<file path="src/hw/rtl/vcsd_pkg.sv">
`default_nettype none
// ----------------------------------------------------------------------------
// Voxel column span decoder package
// Shared types and constants: payload structs, decode phases and reset values.
// ----------------------------------------------------------------------------
package vcsd_pkg;

    localparam int unsigned DepthWidth = 9;
    localparam logic [DepthWidth-1:0] DepthMax = '1;
    localparam logic [7:0] ColumnDepthReset = 8'd255;

    typedef struct packed {
        logic [7:0]  span_byte;
        logic        column_start;
        logic [15:0] column_length;
    } in_item_t;

    typedef struct packed {
        logic [7:0] voxel_depth;
        logic [7:0] voxel_color;
        logic [7:0] normal_index;
        logic       run_error;
    } out_item_t;

    typedef struct packed {
        logic      valid;
        out_item_t item;
    } result_t;

    typedef enum logic [2:0] {
        PH_IDLE,
        PH_SKIP,
        PH_COUNT,
        PH_COLOR,
        PH_NORMAL,
        PH_REPEAT
    } phase_t;

endpackage
`default_nettype wire

</file>
<file path="src/hw/rtl/voxel_column_span_decoder_unit.sv">
`default_nettype none
// ----------------------------------------------------------------------------
// Voxel column span decoder
// Run-length decoder for voxel column span bytes, one byte per transfer.
// ----------------------------------------------------------------------------
// The block takes one span byte in every cycle and keeps that rate as long as
// the result side is not stalled. A byte passes an input register, is decoded
// by the column state logic, and a voxel or overrun result then appears in the
// result register once that register is free or being emptied. Bytes that
// produce no result leave nothing on the output. The column depth register
// is written through the configuration channel, which is always ready, and
// should only be changed while no bytes are in flight.
module voxel_column_span_decoder_unit (
    input  wire logic                aclk,
    input  wire logic                aresetn,
    input  wire logic                s_valid,
    output logic                     s_ready,
    input  wire vcsd_pkg::in_item_t  s_data,
    output logic                     m_valid,
    input  wire logic                m_ready,
    output vcsd_pkg::out_item_t      m_data,
    input  wire logic                cfg_valid,
    output logic                     cfg_ready,
    input  wire logic [7:0]          cfg_data
);

    logic               advance;
    logic               item_valid;
    vcsd_pkg::in_item_t item;
    vcsd_pkg::result_t  result;

    assign cfg_ready = 1'b1;

    vcsd_in_reg u_in_reg (
        .aclk       (aclk),
        .aresetn    (aresetn),
        .s_valid    (s_valid),
        .s_ready    (s_ready),
        .s_data     (s_data),
        .advance    (advance),
        .item_valid (item_valid),
        .item       (item)
    );

    vcsd_core u_core (
        .aclk       (aclk),
        .aresetn    (aresetn),
        .cfg_valid  (cfg_valid),
        .cfg_data   (cfg_data),
        .item_valid (item_valid),
        .item       (item),
        .advance    (advance),
        .result     (result)
    );

    vcsd_out_reg u_out_reg (
        .aclk       (aclk),
        .aresetn    (aresetn),
        .item_valid (item_valid),
        .result     (result),
        .advance    (advance),
        .m_valid    (m_valid),
        .m_ready    (m_ready),
        .m_data     (m_data)
    );

endmodule
`default_nettype wire

</file>
<file path="src/hw/rtl/vcsd_in_reg.sv">
`default_nettype none
// ----------------------------------------------------------------------------
// Voxel column span decoder input register
// Captures one span byte transfer and holds it until the decode stage advances.
// ----------------------------------------------------------------------------
module vcsd_in_reg (
    input  wire logic               aclk,
    input  wire logic               aresetn,
    input  wire logic               s_valid,
    output logic                    s_ready,
    input  wire vcsd_pkg::in_item_t s_data,
    input  wire logic               advance,
    output logic                    item_valid,
    output vcsd_pkg::in_item_t      item
);

    logic               valid_reg;
    logic               valid_next;
    vcsd_pkg::in_item_t item_reg;

    assign s_ready    = !valid_reg || advance;
    assign valid_next = s_ready ? s_valid : valid_reg;

    always_ff @(posedge aclk) begin
        if (!aresetn) begin
            valid_reg <= 1'b0;
        end else begin
            valid_reg <= valid_next;
        end
    end

    always_ff @(posedge aclk) begin
        if (s_valid && s_ready) begin
            item_reg <= s_data;
        end
    end

    assign item_valid = valid_reg;
    assign item       = item_reg;

endmodule
`default_nettype wire

</file>
<file path="src/hw/rtl/vcsd_core.sv">
`default_nettype none
// ----------------------------------------------------------------------------
// Voxel column span decoder core
// Holds the column decode state and the depth register and decodes one byte.
// ----------------------------------------------------------------------------
module vcsd_core (
    input  wire logic               aclk,
    input  wire logic               aresetn,
    input  wire logic               cfg_valid,
    input  wire logic [7:0]         cfg_data,
    input  wire logic               item_valid,
    input  wire vcsd_pkg::in_item_t item,
    input  wire logic               advance,
    output vcsd_pkg::result_t       result
);

    localparam int unsigned DW = vcsd_pkg::DepthWidth;

    vcsd_pkg::phase_t phase_reg, phase_next, phase_eff;
    logic [DW-1:0]    depth_reg, depth_next, depth_eff;
    logic [7:0]       pairs_reg, pairs_next, pairs_eff;
    logic [15:0]      bytes_reg, bytes_next, bytes_eff, bytes_dec;
    logic [7:0]       color_reg, color_next, color_eff;
    logic [7:0]       col_depth_reg;
    logic [DW:0]      skip_sum;
    logic [DW-1:0]    depth_inc;
    logic [7:0]       pairs_dec;
    logic             depth_done;
    logic             inc_done;
    logic             overrun;
    logic             step;

    assign step = item_valid && advance;

    always_comb begin
        phase_eff = phase_reg;
        depth_eff = depth_reg;
        pairs_eff = pairs_reg;
        bytes_eff = bytes_reg;
        color_eff = color_reg;
        if (item.column_start) begin
            depth_eff = '0;
            pairs_eff = '0;
            color_eff = '0;
            bytes_eff = item.column_length;
            phase_eff = (item.column_length == 16'd0 || col_depth_reg == 8'd0) ?
                        vcsd_pkg::PH_IDLE : vcsd_pkg::PH_SKIP;
        end
    end

    assign bytes_dec  = bytes_eff - 16'd1;
    assign skip_sum   = {1'b0, depth_eff} + {{(DW-7){1'b0}}, item.span_byte};
    assign depth_inc  = depth_eff + {{(DW-1){1'b0}}, 1'b1};
    assign pairs_dec  = pairs_eff - 8'd1;
    assign depth_done = depth_eff >= {{(DW-8){1'b0}}, col_depth_reg};
    assign inc_done   = depth_inc >= {{(DW-8){1'b0}}, col_depth_reg};
    assign overrun    = {8'd0, item.span_byte, 1'b0} > {1'b0, bytes_dec};

    always_comb begin
        phase_next   = phase_eff;
        depth_next   = depth_eff;
        pairs_next   = pairs_eff;
        bytes_next   = bytes_eff;
        color_next   = color_eff;
        result.valid = 1'b0;
        result.item  = '0;
        if (phase_eff == vcsd_pkg::PH_IDLE || bytes_eff == 16'd0) begin
            phase_next = vcsd_pkg::PH_IDLE;
        end else begin
            bytes_next = bytes_dec;
            unique case (phase_eff)
                vcsd_pkg::PH_SKIP: begin
                    depth_next = skip_sum[DW] ? vcsd_pkg::DepthMax : skip_sum[DW-1:0];
                    phase_next = vcsd_pkg::PH_COUNT;
                end
                vcsd_pkg::PH_COUNT: begin
                    if (overrun) begin
                        result.valid          = 1'b1;
                        result.item.run_error = 1'b1;
                        phase_next            = vcsd_pkg::PH_IDLE;
                    end else begin
                        pairs_next = item.span_byte;
                        if (depth_done) begin
                            phase_next = vcsd_pkg::PH_IDLE;
                        end else if (item.span_byte == 8'd0) begin
                            phase_next = vcsd_pkg::PH_REPEAT;
                        end else begin
                            phase_next = vcsd_pkg::PH_COLOR;
                        end
                    end
                end
                vcsd_pkg::PH_COLOR: begin
                    color_next = item.span_byte;
                    phase_next = vcsd_pkg::PH_NORMAL;
                end
                vcsd_pkg::PH_NORMAL: begin
                    result.valid             = 1'b1;
                    result.item.voxel_depth  = depth_eff[7:0];
                    result.item.voxel_color  = color_eff;
                    result.item.normal_index = item.span_byte;
                    depth_next               = depth_inc;
                    pairs_next               = pairs_dec;
                    if (inc_done) begin
                        phase_next = vcsd_pkg::PH_IDLE;
                    end else if (pairs_dec == 8'd0) begin
                        phase_next = vcsd_pkg::PH_REPEAT;
                    end else begin
                        phase_next = vcsd_pkg::PH_COLOR;
                    end
                end
                vcsd_pkg::PH_REPEAT: begin
                    phase_next = depth_done ? vcsd_pkg::PH_IDLE : vcsd_pkg::PH_SKIP;
                end
                default: begin
                    phase_next = vcsd_pkg::PH_IDLE;
                end
            endcase
            if (bytes_dec == 16'd0) begin
                phase_next = vcsd_pkg::PH_IDLE;
            end
        end
    end

    always_ff @(posedge aclk) begin
        if (!aresetn) begin
            phase_reg     <= vcsd_pkg::PH_IDLE;
            depth_reg     <= '0;
            pairs_reg     <= '0;
            bytes_reg     <= '0;
            color_reg     <= '0;
            col_depth_reg <= vcsd_pkg::ColumnDepthReset;
        end else begin
            if (step) begin
                phase_reg <= phase_next;
                depth_reg <= depth_next;
                pairs_reg <= pairs_next;
                bytes_reg <= bytes_next;
                color_reg <= color_next;
            end
            if (cfg_valid) begin
                col_depth_reg <= cfg_data;
            end
        end
    end

endmodule
`default_nettype wire

</file>
<file path="src/hw/rtl/vcsd_out_reg.sv">
`default_nettype none
// ----------------------------------------------------------------------------
// Voxel column span decoder result register
// Holds one result until the downstream transfer and sets the stage advance.
// ----------------------------------------------------------------------------
module vcsd_out_reg (
    input  wire logic              aclk,
    input  wire logic              aresetn,
    input  wire logic              item_valid,
    input  wire vcsd_pkg::result_t result,
    output logic                   advance,
    output logic                   m_valid,
    input  wire logic              m_ready,
    output vcsd_pkg::out_item_t    m_data
);

    logic                valid_reg;
    logic                valid_next;
    vcsd_pkg::out_item_t data_reg;

    assign advance    = !valid_reg || m_ready;
    assign valid_next = advance ? (item_valid && result.valid) : valid_reg;

    always_ff @(posedge aclk) begin
        if (!aresetn) begin
            valid_reg <= 1'b0;
        end else begin
            valid_reg <= valid_next;
        end
    end

    always_ff @(posedge aclk) begin
        if (advance && item_valid && result.valid) begin
            data_reg <= result.item;
        end
    end

    assign m_valid = valid_reg;
    assign m_data  = data_reg;

endmodule
`default_nettype wire

</file>
<file path="config.mk">
export PLATFORM = sky130hd
export DESIGN_NAME = voxel_column_span_decoder_unit
export DESIGN_NICKNAME = d
export VERILOG_FILES = /design/src/hw/rtl/vcsd_pkg.sv /design/src/hw/rtl/voxel_column_span_decoder_unit.sv /design/src/hw/rtl/vcsd_in_reg.sv /design/src/hw/rtl/vcsd_core.sv /design/src/hw/rtl/vcsd_out_reg.sv
export SDC_FILE = /design/constraint.sdc
export NUM_CORES = 1
export LEC_CHECK = 0
export ABC_CLOCK_PERIOD_IN_PS = 19200
export BUFFER_PORTS_ARGS = -buffer_cell sky130_fd_sc_hd__buf_2
export CAP_MARGIN = 20
export CORE_MARGIN = 3
export CORE_UTILIZATION = 43
export CTS_CLUSTER_SIZE = 14
export DETAILED_ROUTE_END_ITERATION = 7
export PLACE_DENSITY = 0.7
export SLEW_MARGIN = 0
export SYNTH_ARGS = -nofsm -noshare
export SYNTH_HDL_FRONTEND = slang
export SYNTH_SLANG_ARGS = --single-unit
</file>
<file path="constraint.sdc">
create_clock -name aclk -period 19.2 [get_ports aclk]
set_clock_uncertainty 0.1 [all_clocks]
set_input_delay 3.84 -clock aclk [delete_from_list [all_inputs] [get_ports aclk]]
set_output_delay 3.84 -clock aclk [all_outputs]
set_load 0.03 [all_outputs]
</file>
==> impl_results.md, run 1 <==
- Cell count after synthesis: 664
- Total standard cell area after synthesis: 6220 sq um
- Post-synth cell types: 75
- Antenna-violating nets left: 0
- Largest net degree at the start of global routing: 70
- Post-DR vias/cell: 5.95
- Congestion Overflow GR: 0
- Async set-or-reset flop fraction in the synthesized netlist: 0
- Sum of internal, switching and leakage power: 0.528 mW
- Number of vias after detailed routing: 5344
- Clock share of power: 0.329
- Worst slack at placement: 10.87 ns
- PD cells: 75.6 nW/um^2
- Share of final-layout standard cells stronger than drive strength 1: 0.134
- Leading cell types in the layout, fill and taps excluded: 64 x buf_2, 55 x nand2_1, 54 x dfxtp_1, 50 x edfxtp_1, 48 x a21oi_1
- Final worst setup slack: 10.87 ns
- Top metal layer carrying routed signals: met4
- Category of the worst setup path capture point: output pin
- Cell types occupying the most area after synthesis: edfxtp_1 24%, dfxtp_1 17%, ha_1 7.2%
- WL final: 15.7 mm
- Sequential element share of the synthesized area: 0.415
- Via count of the first global-routing pass: 5321
- Number of DRC violations after detailed-routing iteration 0: 412
- Synthesized area per cell: 9.37 sq um
- Element type at the critical path start: input pin
- Int Pwr: 0.374 mW
- Width of the die: 126 microns
- Slew Limit Headroom: 0.336
- TritonCTS buffer count: 9
- Cell type contributing the most total cell area after synthesis: edfxtp_1
- Area of the multi-input gates: 3430 sq um
- Required time of the worst setup path: 15.26 ns
- Sequential group share of total power: 0.480
- Clock Path Buffers: 2
- Number of diodes: 0
- Placed standard-cell area: 6690 sq um
- Outcome: finished clean
- Routed len/inst: 17.4 microns
- Nets: 788
- Endpoint arrival time on the critical path: 4.39 ns
- Proportion of power drawn by combinational gates: 0.192
- Post-synthesis net count: 739
- DP Cell Count: 881
- Area of the core region: 14000 sq um
- Buffers inserted during post-CTS setup optimization: 0
- Most common cell after layout, fill and taps aside: buf_2
- Synthesis warning total: 0
- Fillers: 1301
- DPL Wire Length: 11.3 mm
- Routed met3 length: 854 microns
- Finished Layout Cells: 898
- Type of the worst setup path: input pin to output pin
- Share of the cycle needed by the critical path after routing: 0.434
- First-pass GRT wire length: 25.7 mm
- Met1 Wirelength: 6.70 mm
- Hold-fix buffers at CTS: 0
- Post-synth top area share: 0.241
- Switching power as a share of total power: 0.292
- Global placement routability congestion: 0.891
- Worst-Skew Late Latency: 0.36 ns
- Die extent in y: 126 microns
- Number of setup violations in the final report: 0
- Boundary Pins: 66
- Tightest Hold Check Type: flip-flop to flip-flop
- Highest net fanout along the worst path: 3
- H-tree level count: 3
- Setup repair after global routing missed its margin: false
- Source of the worst register-to-register timing path: u_in_reg.item[16]$_DFFE_PP_
- Area Growth Syn to Fin: 12.3%
- Count of unresolved DRC violations after routing: 0
- Clock-pin slew on the worst setup and hold paths: 0.07 ns
- Cell row count: 43
- Start point of the worst hold path: u_core.bytes_reg[10]$_SDFFE_PN0P_
- Tightest Pin Transition: 0.989 ns
- Most used DFF post-synth: dfxtp_1
- Largest voltage drop on the vdd net: 0.0609 mV
- Synth Register Bits: 104
- TritonCTS sink count: 104
- NetSw: 0.154 mW
- Final min period: 8.33 ns
- Final-layout setup total negative slack: 0 ns
- Hold violation count in the final report: 0
- First-pass iteration count of the detailed router: 5
- Clock tree from TritonCTS: yes
- Post-cts repair resize count: 0
- Root buffer selected by CTS: clkbuf_16
- GRT Overall Usage: 0.197
- Fmax achieved: 0.120 GHz
- EDFF count, synth: 50
- Final slew viol count: 0
- Effective utilization at floorplan: 0.443
- Hold slack: 0.362 ns
- Number of antenna violations at the first check in global routing: 0
- Number of port buffers: 64
- Seq. cell area: 2580 sq um
- Final non-filler cell area: 6990 sq um
- Final core utilization: 0.498
- MaxCap Viol Count: 0
- Total leakage power: 3.02 nW
- Area enclosed by the die boundary: 16000 sq um
- CP Launch Point: m_ready
- Met2 routed WL: 7.72 mm
## per-layer routing
| metal | vias to the layer above | track usage |
|---|---|---|
| met1 | 2542 | 0.245 |
| met5 | - | 0 |
| met4 | 0 | 0.0852 |
| met2 | 176 | 0.335 |
| li1 | 2596 | - |
| met3 | 30 | 0.0396 |
## final cells by class
| type | instances | share of cell area |
|---|---|---|
| clock buffers | 11 | 0.0347 |
| inverters | 26 | 0.0140 |
| clock inverters | 5 | 0.00448 |
| well taps | 180 | 0.0322 |
| repair buffers | 69 | 0.0541 |
| flip-flops and latches | 104 | 0.370 |
| multi-input cells | 503 | 0.491 |
## worst max-delay path, stage by stage
cell,delay (ns)
buf_2,0.10
nor2b_1,0.18
nand2_1,0.09
buf_2,0.18
## synthesized netlist by cell type, drive strengths merged, types with 4 or more instances
master	number
o21ai	30
nand3	24
a31oi	7
nor2	45
nor4	9
a211oi	6
buf	7
o211ai	10
nor3	17
o2bb2ai	6
edfxtp	50
ha	36
and3	22
xnor2	21
o2111ai	4
nand2b	10
clkbuf	24
a32o	4
and2	8
mux2i	17
a22o	10
nand4	10
a221o	7
nor2b	10
a21o	11
a211o	4
nand2	55
a21oi	49
xor2	11
or3	6
inv	25
dfxtp	54
## cell families (layout without fill, tap and decap cells)
| logic type | count (synthesis) | after routing | synth area share |
|---|---|---|---|
| xor gates and xnor gates | 32 | 32 | 0.0450 |
| AOI/OAI and AO/OA | 182 | 182 | 0.204 |
| muxes | 19 | 19 | 0.0310 |
| and+or+nand+nor | 232 | 232 | 0.193 |
| buffers and inverters | 57 | 111 | 0.0364 |
| DFF | 104 | 104 | 0.415 |
| other | 1 | 1 | 0.000603 |
| adders and majority gates | 37 | 37 | 0.0756 |
## power groups by stage
| stage | registers (mW) | clock network [mW] | logic [mW] |
|---|---|---|---|
| 6_report | 0.253 | 0.174 | 0.101 |
| 5_1_grt | 0.255 | 0.186 | 0.114 |
| 4_1_cts | 0.253 | 0.177 | 0.0998 |
| 3_5_place_dp | 0.258 | 0 | 0.0991 |
| 3_3_place_gp | 0.258 | 0 | 0.0959 |
| 2_1_floorplan | 0.254 | 0 | 0.0774 |
## worst paths after layout
path | to | slack (ns) | depth (start not counted)
max reg2reg | u_core.phase_reg[1]$_SDFFE_PN0P_ | 13.72 | 17
max | s_ready | 10.87 | 4
min reg2reg | u_core.bytes_reg[10]$_SDFFE_PN0P_ | 0.36 | 2
min | u_core.bytes_reg[10]$_SDFFE_PN0P_ | 0.36 | 2
No activity file was read; power rests on OpenSTA's default activity.
==> run 2: changes to the inputs <==
Settings changed: ABC_CLOCK_PERIOD_IN_PS 19200 to 7450, PLACE_DENSITY 0.7 to 0.73.
Clock period 19.2 ns to 7.45 ns, I/O delays scaled along.
==> impl_results.md, run 2 (synthesized netlist as in run 1, its figures left out) <==
- Worst slack at placement: 2.68 ns (-8.19 ns)
- Final worst setup slack: 2.62 ns (-8.25 ns)
- Largest net degree at the start of global routing: 67 (-4.3%)
- Cell at the slowest stage of the critical path: or4bb_1
- Most common cell after layout, fill and taps aside: buf_2
- Largest delay share family, worst path: compound AO/OA/AOI/OAI gates
- DP Cell Count: 881 (unchanged)
- TritonCTS sink count: 104 (unchanged)
- Final non-filler cell area: 6990 sq um (about the same)
- Required time of the worst setup path: 7.60 ns (-7.66 ns)
- Share of the cycle needed by the critical path after routing: 0.648
- Clock Path Buffers: 2 (unchanged)
- Number of setup violations in the final report: 0 (unchanged)
- Final slew viol count: 0 (unchanged)
- Highest net fanout along the worst path: 6 (+3)
- First-pass iteration count of the detailed router: 5 (unchanged)
- Clock tree from TritonCTS: yes
- Type of the worst setup path: flip-flop to flip-flop
- FF-to-FF setup slack: 2.62 ns (-11.10 ns)
- Element type at the critical path start: flip-flop
- Post-cts repair resize count: 0 (unchanged)
- Cell row count: 43 (unchanged)
- Number of DRC violations after detailed-routing iteration 0: 490 (+19%)
- Effective utilization at floorplan: 0.443 (unchanged)
- Width of the die: 126 microns (unchanged)
- Critical path cell sequence: mux2i_1, ha_1, or4bb_1, a22oi_1, nor2b_1, xnor2_1, mux2i_1, inv_1, ha_1, nor2_1, a21oi_1, o211a_1, o2111ai_2, and4_4, a221o_1, a32o_1
- Final min period: 4.83 ns
- Hold slack: 0.369 ns (+0.00628 ns)
- Post-DR vias/cell: 5.98 (+0.51%)
- Die extent in y: 126 microns (unchanged)
- Area of the core region: 14000 sq um (unchanged)
- Placed standard-cell area: 6690 sq um (unchanged)
- Nets: 788 (unchanged)
- Depth of the worst register-to-register path: 16 (-1)
- Fillers: 1315 (+1.1%)
- Combined buffer and inverter count along the critical path: 1 (-1)
- Cell count along the critical path: 16 (+12)
- R2r endpoint: u_core.phase_reg[1]$_SDFFE_PN0P_
- MaxCap Viol Count: 0 (unchanged)
- Source of the worst register-to-register timing path: u_in_reg.item[16]$_DFFE_PP_
- Worst-Skew Late Latency: 0.36 ns (about the same)
- Endpoint arrival time on the critical path: 4.98 ns (+0.59 ns)
- Area Growth Syn to Fin: 12.4% (about the same)
- PD cells: 196 nW/um^2 (+160%)
- Slew Limit Headroom: 0.350 (+0.0140)
- Routed len/inst: 18.5 microns (+6.1%)
- Via count of the first global-routing pass: 5283 (-0.71%)
- Number of vias after detailed routing: 5371 (+0.51%)
- Total leakage power: 3.04 nW (+0.42%)
- Hold-fix buffers at CTS: 0 (unchanged)
- Boundary Pins: 66 (unchanged)
- Count of unresolved DRC violations after routing: 0 (unchanged)
- Outcome: finished clean
- DPL Wire Length: 12.1 mm (+7.0%)
- Buffers inserted during post-CTS setup optimization: 0 (unchanged)
- First-pass GRT wire length: 26.7 mm (+3.9%)
- WL final: 16.6 mm (+6.1%)
- End point of the critical path: u_core.phase_reg[1]$_SDFFE_PN0P_
- CP Launch Point: u_in_reg.item[16]$_DFFE_PP_
- Largest voltage drop on the vdd net: 0.180 mV (+200%)
- Tightest Pin Transition: 0.968 ns (-0.0208 ns)
- Fmax achieved: 0.207 GHz
- Final-layout setup total negative slack: 0 ns (unchanged)
- Slowest Stage Delay on Critical Path: 0.56 ns (+0.38 ns)
- Clock-pin slew on the worst setup and hold paths: 0.07 ns (about the same)
- Hold violation count in the final report: 0 (unchanged)
- Number of antenna violations at the first check in global routing: 0 (unchanged)
- Congestion Overflow GR: 0 (unchanged)
- Number of diodes: 0 (unchanged)
- Global placement routability congestion: 0.907 (+1.8%)
- Number of port buffers: 64 (unchanged)
- Area enclosed by the die boundary: 16000 sq um (unchanged)
- Tightest Hold Check Type: flip-flop to flip-flop
- H-tree level count: 3 (unchanged)
- Leading cell types in the layout, fill and taps excluded: 64 x buf_2, 55 x nand2_1, 54 x dfxtp_1, 50 x edfxtp_1, 48 x a21oi_1
- Category of the worst setup path capture point: flip-flop
- Share of final-layout standard cells stronger than drive strength 1: 0.136 (+0.00279)
- Finished Layout Cells: 898 (unchanged)
- GRT Overall Usage: 0.209 (+0.0114)
- Root buffer selected by CTS: clkbuf_16
- Setup repair after global routing missed its margin: false
- TritonCTS buffer count: 9 (unchanged)
- Antenna-violating nets left: 0 (unchanged)
==> run 2: final cells by class <==
type,count,area [sq um],area share
clock buffers,9,225,0.0322
inverters,26,97.6,0.0140
multi-input cells,503,3430,0.490
clock inverters,7,55.1,0.00787
flip-flops and latches,104,2580,0.369
well taps,180,225,0.0322
repair buffers,69,378,0.0540
==> run 2: worst min-delay path by stage <==
stage / from / end / slack, ns / cells past startpoint
2_1_floorplan: u_core.bytes_reg[10]$_SDFFE_PN0P_ / u_core.bytes_reg[10]$_SDFFE_PN0P_ / 0.33 / 2
3_3_place_gp: u_core.bytes_reg[10]$_SDFFE_PN0P_ / u_core.bytes_reg[10]$_SDFFE_PN0P_ / 0.34 / 2
3_5_place_dp: u_core.bytes_reg[10]$_SDFFE_PN0P_ / u_core.bytes_reg[10]$_SDFFE_PN0P_ / 0.36 / 2
4_1_cts: u_core.bytes_reg[10]$_SDFFE_PN0P_ / u_core.bytes_reg[10]$_SDFFE_PN0P_ / 0.37 / 2
5_1_grt: u_core.color_reg[1]$_SDFFE_PN0P_ / u_core.color_reg[1]$_SDFFE_PN0P_ / 0.39 / 1
6_report: u_core.bytes_reg[10]$_SDFFE_PN0P_ / u_core.bytes_reg[10]$_SDFFE_PN0P_ / 0.37 / 2
==> run 2: per-stage QoR <==
step	utilization	power, mW
2_1_floorplan	-	0.853
3_3_place_gp	0.476	0.915
3_5_place_dp	0.476	0.926
4_1_cts	0.496	1.38
5_1_grt	0.498	1.44
6_report	0.498	1.37
==> run 2: report_power, final <==
group / internal [mW] / leakage, nW / switching (mW) / total (mW)
Sequential: 0.622 / 0.971 / 0.0331 / 0.655
Combinational: 0.106 / 1.93 / 0.157 / 0.264
Clock: 0.231 / 0.140 / 0.223 / 0.454
Total: 0.959 / 3.04 / 0.413 / 1.37
==> run 2: layer usage <==
metal | wire length, microns | up-vias | track usage
met5 | 0 | - | 0
met4 | 720 | 0 | 0.112
met3 | 918 | 52 | 0.0476
met1 | 7120 | 2521 | 0.258
met2 | 7870 | 204 | 0.341
li1 | - | 2594 | -
==> run 2: worst register-to-register path: cells and delay by family (launching register included) <==
kind                     cells  cell delay [ns]
AND/OR/NAND/NOR              4             1.08
flip-flops                   1             0.44
multiplexers                 2             0.66
buffers and inverters        1             0.07
adder cells (fa/ha/maj)      2             0.64
XOR/XNOR                     1             0.07
AO/OA/AOI/OAI                6             1.66
==> run 3: changes to the inputs <==
Settings changed: ABC_CLOCK_PERIOD_IN_PS 7450 to 4000.
Clock period 7.45 ns to 4 ns, I/O delays scaled along.
==> impl_results.md, run 3 (synthesized netlist as in run 1, its figures left out) <==
- Clock tree from TritonCTS: yes
- Worst-Skew Late Latency: 0.37 ns (about the same)
- Endpoint arrival time on the critical path: 4.12 ns (-0.86 ns)
- Outcome: finished clean
- Final core utilization: 0.524 (+0.0265)
- Global placement routability congestion: 0.989 (+9.1%)
- Slew Limit Headroom: 0.367 (+0.0174)
- Final slew viol count: 0 (unchanged)
- WL final: 17.3 mm (+4.1%)
- Routed len/inst: 18.7 microns (+0.87%)
- Effective utilization at floorplan: 0.443 (unchanged)
- Width of the die: 126 microns (unchanged)
- Clock-pin slew on the worst setup and hold paths: 0.07 ns (about the same)
- Fmax achieved: 0.252 GHz (+22%)
- Number of port buffers: 64 (unchanged)
- Tightest Pin Transition: 0.937 ns (-0.0306 ns)
- Highest net fanout along the worst path: 9 (+3)
- Final-layout setup total negative slack: 0 ns (unchanged)
- Most common cell after layout, fill and taps aside: buf_2
- Number of diodes: 0 (unchanged)
- Hold-fix buffers at CTS: 0 (unchanged)
- Largest net degree at the start of global routing: 32 (-52%)
- TritonCTS buffer count: 9 (unchanged)
- Number of vias after detailed routing: 5534 (+3.0%)
- Clock Path Buffers: 2 (unchanged)
- Congestion Overflow GR: 0 (unchanged)
- Root buffer selected by CTS: clkbuf_16
- PD cells: 372 nW/um^2 (+89%)
- Share of the cycle needed by the critical path after routing: 0.993 (+0.345)
- Final min period: 3.97 ns (-0.856 ns)
- Tightest Hold Check Type: flip-flop to flip-flop
- Cell row count: 43 (unchanged)
- Number of antenna violations at the first check in global routing: 0 (unchanged)
- Die extent in y: 126 microns (unchanged)
- Cell at the slowest stage of the critical path: or4b_1
- Worst path most repeated cell: buf_4
- Via count of the first global-routing pass: 5377 (+1.8%)
- Boundary Pins: 66 (unchanged)
- First-pass GRT wire length: 27.4 mm (+2.6%)
- Area Growth Syn to Fin: 18.3%
- Type of the worst setup path: flip-flop to flip-flop
- Area enclosed by the die boundary: 16000 sq um (unchanged)
- Count of unresolved DRC violations after routing: 0 (unchanged)
- TritonCTS sink count: 104 (unchanged)
- MaxCap Viol Count: 0 (unchanged)
- Slowest Stage Delay on Critical Path: 0.54 ns (-0.02 ns)
- GRT Overall Usage: 0.214 (+0.00489)
- Nets: 817 (+3.7%)
- Post-DR vias/cell: 5.97 (-0.19%)
- Hold violation count in the final report: 0 (unchanged)
- Hold slack: 0.368 ns (-0.000812 ns)
- Largest voltage drop on the vdd net: 0.296 mV (+65%)
- Total leakage power: 3.19 nW (+5.0%)
- Element type at the critical path start: flip-flop
- Number of DRC violations after detailed-routing iteration 0: 471 (-3.9%)
- Area of the core region: 14000 sq um (unchanged)
- Leading cell types in the layout, fill and taps excluded: 64 x buf_2, 55 x nand2_1, 54 x dfxtp_1, 50 x edfxtp_1, 46 x a21oi_1
- Setup repair after global routing missed its margin: true
- DPL Wire Length: 12.7 mm (+4.7%)
- Category of the worst setup path capture point: flip-flop
- First-pass iteration count of the detailed router: 5 (unchanged)
- Antenna-violating nets left: 0 (unchanged)
- Required time of the worst setup path: 4.15 ns (-3.45 ns)
- Number of setup violations in the final report: 0 (unchanged)
- Critical path cell sequence: buf_4, buf_4, or4b_1, a222oi_1, buf_4, xor2_1, ha_1, nand4_1, nor4_1, a21oi_2, o211a_4, o2111ai_4, buf_6, mux2i_1, nor2_1, a221o_1
- Share of final-layout standard cells stronger than drive strength 1: 0.194 (+0.0576)
- H-tree level count: 3 (unchanged)
==> run 3: changes by cell type in the layout (fill, tap and decap cells not counted), sizes merged <==
cell | previous run | this run
clkinvlp | 0 | 1
buf | 69 | 98
clkinv | 5 | 3
bufinv | 0 | 1
==> run 3: routing by layer <==
layer | up-vias | GRT usage | share of wire
li1 | 2664 | - | -
met1 | 2614 | 0.261 | 0.42
met2 | 214 | 0.369 | 0.50
met3 | 42 | 0.0400 | 0.056
met4 | 0 | 0.0934 | 0.031
met5 | - | 0 | 0
==> run 3: worst max-delay path, delay by kind of cell, from the launching register on <==
family | cells | cell delay (ns)
simple gates | 4 | 1.16
compound gates | 5 | 0.91
buf+inv | 4 | 0.63
flops | 1 | 0.47
fa+ha+maj | 1 | 0.34
mux | 1 | 0.17
xor+xnor | 1 | 0.09
==> run 3: final timing paths <==
path / endpoint / cells past startpoint / slack, ns / from
worst max-delay path: u_core.pairs_reg[2]$_SDFFE_PN0P_ / 16 / 0.03 / u_in_reg.item[16]$_DFFE_PP_
worst max register to register: u_core.pairs_reg[2]$_SDFFE_PN0P_ / 16 / 0.03 / u_in_reg.item[16]$_DFFE_PP_
worst min-delay path: u_core.bytes_reg[10]$_SDFFE_PN0P_ / 2 / 0.37 / u_core.bytes_reg[10]$_SDFFE_PN0P_
worst min register to register: u_core.bytes_reg[10]$_SDFFE_PN0P_ / 2 / 0.37 / u_core.bytes_reg[10]$_SDFFE_PN0P_
==> run 3: timing repair <==
action,4_1_cts,5_1_grt
buffers inserted,3,4
gates cloned,0,0
resized for setup,1,10
pin swaps,0,8
setup endpoints to repair,2,41
==> run 3: stage by stage <==
step	area [sq um]	setup slack [ns]	total power, mW	cells
floorplan	6340	-0.754	1.62	664
detailed placement	6920	-0.0547	1.78	903
global route	7360	-0.117	2.85	927
finish	7360	0.0297	2.74	927
CTS	7260	0.0121	2.71	922
global placement	6920	0.0798	1.76	903
==> run 3: area by class of cell <==
class / count / area (sq um)
multi-input cells: 503 / 3530
clock inverters: 7 / 88.8
inverters: 26 / 97.6
flip-flops and latches: 104 / 2580
clock buffers: 9 / 225
fillers: 1270 / 6680
repair buffers: 98 / 612
well taps: 180 / 225
==> run 3: power breakdown <==
group	internal (mW)	switching [mW]	leakage (nW)
sequential	1.16	0.0611	0.971
clock	0.499	0.438	0.150
combinational	0.257	0.324	2.07
